$ cat config.mk
export PLATFORM = sky130hd
export DESIGN_NAME = pps_ground
export DESIGN_NICKNAME = d
export VERILOG_FILES = /design/src/rtl/pps_pkg.sv /design/src/rtl/pps_ground.sv
export SDC_FILE = /design/constraint.sdc
export NUM_CORES = 2
export LEC_CHECK = 0
export ABC_CLOCK_PERIOD_IN_PS = 9100
export BUFFER_PORTS_ARGS = -buffer_cell sky130_fd_sc_hd__buf_2
export CORE_ASPECT_RATIO = 1.1
export CORE_UTILIZATION = 49
export CTS_CLUSTER_SIZE = 25
export DETAILED_ROUTE_END_ITERATION = 10
export GPL_TIMING_DRIVEN = 0
export PLACE_DENSITY = 0.68
export SLEW_MARGIN = 20
export SYNTH_ARGS = -nofsm -noshare
export SYNTH_HDL_FRONTEND = slang
export SYNTH_SLANG_ARGS = --single-unit
$ cat constraint.sdc
create_clock -name aclk -period 9.1 [get_ports aclk]
set_input_delay 0.455 -clock aclk [delete_from_list [all_inputs] [get_ports aclk]]
set_output_delay 0.455 -clock aclk [all_outputs]
set_load 0.03 [all_outputs]
$ cat src/rtl/pps_pkg.sv
// ----------------------------------------------------------------------------
// pps_pkg: shared types, constants and helpers of the particle step pipeline
// Q16.16 kinematics, Q1.16 factors, register map and saturation helpers.
// ----------------------------------------------------------------------------
package pps_pkg;

    localparam int Q_FRAC      = 16;
    localparam int NUM_STAGES  = 9;
    localparam int AXIS_STAGES = 7;

    typedef logic signed [31:0] q16_t;     // signed Q16.16
    typedef logic        [31:0] uq16_t;    // unsigned Q16.16
    typedef logic        [23:0] uq8_t;     // unsigned Q8.16 (time step, drag)
    typedef logic        [16:0] frac_t;    // unsigned Q1.16, 1.0 = 0x10000

    typedef logic signed [56:0] prod57_t;  // Q16.16 x Q8.16
    typedef logic signed [49:0] prod50_t;  // Q16.16 x Q1.16
    typedef logic signed [41:0] wide_t;    // rescaled sum before saturation

    localparam frac_t FRAC_ONE = 17'h10000;

    // register map
    typedef enum logic [2:0] {
        REG_GRAVITY_X  = 3'd0,
        REG_GRAVITY_Y  = 3'd1,
        REG_GRAVITY_Z  = 3'd2,
        REG_DRAG       = 3'd3,
        REG_DAMPING    = 3'd4,
        REG_GROUND_EN  = 3'd5,
        REG_BOUNCE     = 3'd6,
        REG_FRICTION   = 3'd7
    } cfg_reg_e;

    localparam q16_t  GRAVITY_X_RST = 32'sd0;
    localparam q16_t  GRAVITY_Y_RST = -32'sd642253;
    localparam q16_t  GRAVITY_Z_RST = 32'sd0;
    localparam uq8_t  DRAG_RST      = 24'd0;
    localparam frac_t DAMPING_RST   = 17'd65536;
    localparam logic  GROUND_EN_RST = 1'b0;
    localparam frac_t BOUNCE_RST    = 17'd32768;
    localparam frac_t FRICTION_RST  = 17'd6554;

    localparam uq16_t AGE_MAX = 32'hFFFF_FFFF;

    // position and velocity of one particle, index 0..2 = x, y, z
    typedef struct packed {
        q16_t [2:0] pos;
        q16_t [2:0] vel;
    } kin_t;

    // per-item sideband that rides beside the axis lanes
    typedef struct packed {
        logic  alive;
        uq16_t age;
        uq8_t  dt;
        kin_t  orig;
    } side_t;

    function automatic q16_t sat32(input wide_t x);
        q16_t r;
        if (x > 42'sd2147483647) begin
            r = 32'sh7FFF_FFFF;
        end else if (x < -42'sd2147483648) begin
            r = 32'sh8000_0000;
        end else begin
            r = q16_t'(x);
        end
        return r;
    endfunction

    function automatic frac_t clamp_one(input frac_t v);
        return (v > FRAC_ONE) ? FRAC_ONE : v;
    endfunction

endpackage

$ cat src/rtl/pps_ground.sv
// ----------------------------------------------------------------------------
// pps_ground: ground plane collision and result select, two stages
// Products for bounce and friction, then clamp, reflect and output register.
// ----------------------------------------------------------------------------
module pps_ground (
    input  logic                aclk,
    input  logic [1:0]          stage_en,
    input  logic                ground_en,
    input  pps_pkg::frac_t      bounce,     // clamped to one
    input  pps_pkg::frac_t      keep,       // one minus clamped friction
    input  pps_pkg::kin_t       kin_in,
    input  pps_pkg::side_t      side_in,
    output pps_pkg::kin_t       kin_out,
    output pps_pkg::uq16_t      age_out,
    output logic                alive_out
);
    import pps_pkg::*;

    logic    hit_reg, hit_next;
    kin_t    kin_reg;
    prod50_t pvx_reg, pvy_reg, pvz_reg;
    logic    alive_reg;
    uq16_t   age_reg;
    kin_t    orig_reg;

    kin_t    kin_out_reg, kin_out_next;
    uq16_t   age_out_reg;
    logic    alive_out_reg;

    prod50_t pvy_neg;

    assign hit_next = ground_en && ($signed(kin_in.pos[1]) <= 32'sd0);

    always_ff @(posedge aclk) begin
        if (stage_en[0]) begin
            hit_reg   <= hit_next;
            kin_reg   <= kin_in;
            pvx_reg   <= prod50_t'($signed(kin_in.vel[0])) * prod50_t'($signed({1'b0, keep}));
            pvy_reg   <= prod50_t'($signed(kin_in.vel[1])) * prod50_t'($signed({1'b0, bounce}));
            pvz_reg   <= prod50_t'($signed(kin_in.vel[2])) * prod50_t'($signed({1'b0, keep}));
            alive_reg <= side_in.alive;
            age_reg   <= side_in.age;
            orig_reg  <= side_in.orig;
        end
    end

    always_comb begin
        pvy_neg      = -pvy_reg;
        kin_out_next = kin_reg;
        if (hit_reg) begin
            kin_out_next.pos[1] = '0;
            kin_out_next.vel[1] = sat32(wide_t'(pvy_neg >>> Q_FRAC));
            kin_out_next.vel[0] = q16_t'(pvx_reg >>> Q_FRAC);
            kin_out_next.vel[2] = q16_t'(pvz_reg >>> Q_FRAC);
        end
        // inactive or dying particle keeps its entry kinematics
        if (!alive_reg) begin
            kin_out_next = orig_reg;
        end
    end

    always_ff @(posedge aclk) begin
        if (stage_en[1]) begin
            kin_out_reg   <= kin_out_next;
            age_out_reg   <= age_reg;
            alive_out_reg <= alive_reg;
        end
    end

    assign kin_out   = kin_out_reg;
    assign age_out   = age_out_reg;
    assign alive_out = alive_out_reg;

endmodule

==> metrics <==
Non-Filler Instances=11.0k; initial drt markers=4,340; vias in the first global route=62.9k; Worst Setup Start Kind=input pin; drt wl/cell=23.3 um; initial antenna violation count=54; f_max=0.115 GHz; count of cell types in the netlist=64; Core Footprint=0.165 mm^2; Syn. warnings=0; min-delay src=kin_in[40]; commonest non-fill, non-tap cell in the layout=inv_1; worst path required time=9.52 ns; Design Area, Final=0.0942 mm^2; I/O pin total=704; # setup viols final=0; placed inst area=0.0882 mm^2; Mapped Nets=9,943; Post-Synth Adder-Cell Area=42.7%; FP Rows=156; cell total after placement=10.5k; Port Buffer Count=663; Die ar.=0.169 mm^2; Avg Inst Size Synth=10.8 um^2; unrepaired setup endpoints after global routing=false; TNS Setup=0 ns; DRT antenna net count=0; Post-Route Skew=0.0544 ns; worst reg2reg startpoint=pvy_reg[3]; CTS tree=yes; ys async rst share=0%; hpwl dp=203,000 um; fin crit share=95.3%; DR vias/cell=5.30; Main synth FF type=edfxtp_1; largest family of logic cells by synthesized area=adder cells; GP Congestion=0.967; share of layout cells above drive strength 1=10.1%; clock root buffer=clkbuf_16; worst-skew pair later-pin latency=0.73 ns; worst slew pin tran=1.26 ns; number of synthesized flops with an enable pin=757; Final Hold Fails=0; routed wire length=257,000 um; Synth Area in XOR/XNOR=1.65%; Post-layout nets=11.0k; minimum clock period=8.67 ns; CP Capture Type=flop; first-pass GRT wire length=385,000 um; Die W=392 um; Max Cap Viol=0; drt drc=0; H-Tree Depth=3; Slew Viols, Final=0; Slew HR=15.9%; initial core utilization=49.5%; gr ovfl total=0; CTS Sinks=757; P&R area growth vs syn=15.2%; clock-pin slew on the worst setup and hold paths=0.06 ns; die height=431 um; Mapped Area=0.0818 mm^2; synthesized flop and latch total=757; largest net degree at the start of global routing=99; hold depth=1; R2R cell count=11; most frequent cells in the layout=inv_1, fa_1, and2_1, nand2_1, edfxtp_1; reg-to-reg setup timing slack=4.43 ns; status=finished, final reports clean; gr usage total=31.2%; worst-path maximum fanout=10; worst min-delay path class=input pin to flop; critical path arrival=9.09 ns; # Post-CTS Setup Buffers=0; TritonRoute pass-1 iters=5; mux cell area share after synthesis=1.68%; via count=58.3k; post-synthesis compound-gate area fraction=3.40%; CTS buffer count=83; sequential share of the synthesized area=27.8%; synthesized instance count=7,591; Post-Synth Simple-Gate Area=12.6%; worst setup path category=input pin to flop; Max clock buf depth=3; WHS Endpoint=kin_reg[40]; Reg-to-Reg End=kin_out[55]
cell type report:
cell class                 instances  area, um^2
antenna                           46         115
buffer                           320        1230
clock buffer                      94        2120
clock inverter                    57         609
fill                           14100       70900
inverter                        1880        7060
multi-input combinational       4634       50800
sequential                       757       22700
tap                             2212        2770
timing repair buffer             993        6800
per-layer routing:
metal  vias to the layer above  wire (um)  track usage, %  part of all wire (%)
met1                     29800      98000            40.2                    38
li1                      24900          -               -                     -
met3                       622      23900            5.99                   9.3
met5                         -         45               0                 0.018
met4                         8      14900            16.0                   5.8
met2                      2911     120000            50.3                    47
stage by stage:
stage               worst slack (ns)  utilization (%)  hold slack (ns)
global route                   0.299             57.0          0.00776
global placement              -0.916             53.2            0.401
floorplan                       2.14                -            0.400
finish                         0.431             57.1           0.0507
detailed placement           -0.0876             53.4            0.407
CTS                            0.639             57.0          0.00706
what timing repair did:
item                      in CTS  in global routing
resized for setup              0                  0
hold buffers                 321                  0
hold endpoints to repair     321                  0
worst max-delay path: stages:
cell      delay, ns
clkbuf_1       0.82
clkbuf_1       0.95
and2_1         0.26
fa_1           0.41
inv_1          0.07
fa_1           0.43
fa_1           0.54
inv_1          0.07
fa_1           0.45
fa_1           0.51
inv_1          0.05
fa_1           0.48
inv_1          0.04
ha_1           0.38
a22oi_1        0.20
nand3_1        0.13
nand4b_1       0.37
nand3_1        0.27
a21oi_1        0.19
a221oi_1       0.79
o21ai_0        0.42
a211o_1        0.44
a41oi_1        0.25
xnor2_1        0.09
synthesized netlist by cell type, types with 23 or more instances:
| cell | instances | share of area [%] |
|---|---|---|
| o21ai_0 | 82 | 0.50 |
| xnor2_1 | 113 | 1.2 |
| xor2_1 | 41 | 0.44 |
| ha_1 | 338 | 5.2 |
| a21o_1 | 51 | 0.47 |
| nand2_1 | 777 | 3.6 |
| inv_1 | 1880 | 8.6 |
| edfxtp_1 | 757 | 28 |
| nand3_1 | 34 | 0.21 |
| o21a_1 | 23 | 0.21 |
| mux2_2 | 64 | 0.88 |
| fa_1 | 1535 | 38 |
| and2_1 | 953 | 7.3 |
| clkbuf_1 | 302 | 1.4 |
| a21oi_1 | 186 | 1.1 |
| mux2i_1 | 65 | 0.80 |
| nor2_1 | 139 | 0.64 |
| o22ai_1 | 35 | 0.27 |
kinds of logic after synthesis:
| logic type | after synthesis |
|---|---|
| compound gates | 458 |
| flops | 757 |
| mux | 129 |
| buf+inv | 2200 |
| simple gates | 2020 |
| fa+ha+maj | 1873 |
| xor+xnor | 154 |
how the worst max path moves through the flow:
stage | start | endpoint | slack, ns | cells past startpoint
finish | keep[8] | pvz_reg[46] | 0.43 | 24
CTS | keep[8] | pvx_reg[45] | 0.64 | 23
detailed placement | keep[8] | pvx_reg[45] | -0.09 | 23
floorplan | keep[9] | pvx_reg[45] | 2.14 | 25
global placement | stage_en[0] | kin_reg[49] | -0.92 | 1
global route | keep[8] | pvx_reg[45] | 0.30 | 23
Power is left out: the tool's default activity adds up to more than one toggle a clock period on the data nets, which glitch-free logic cannot reach.
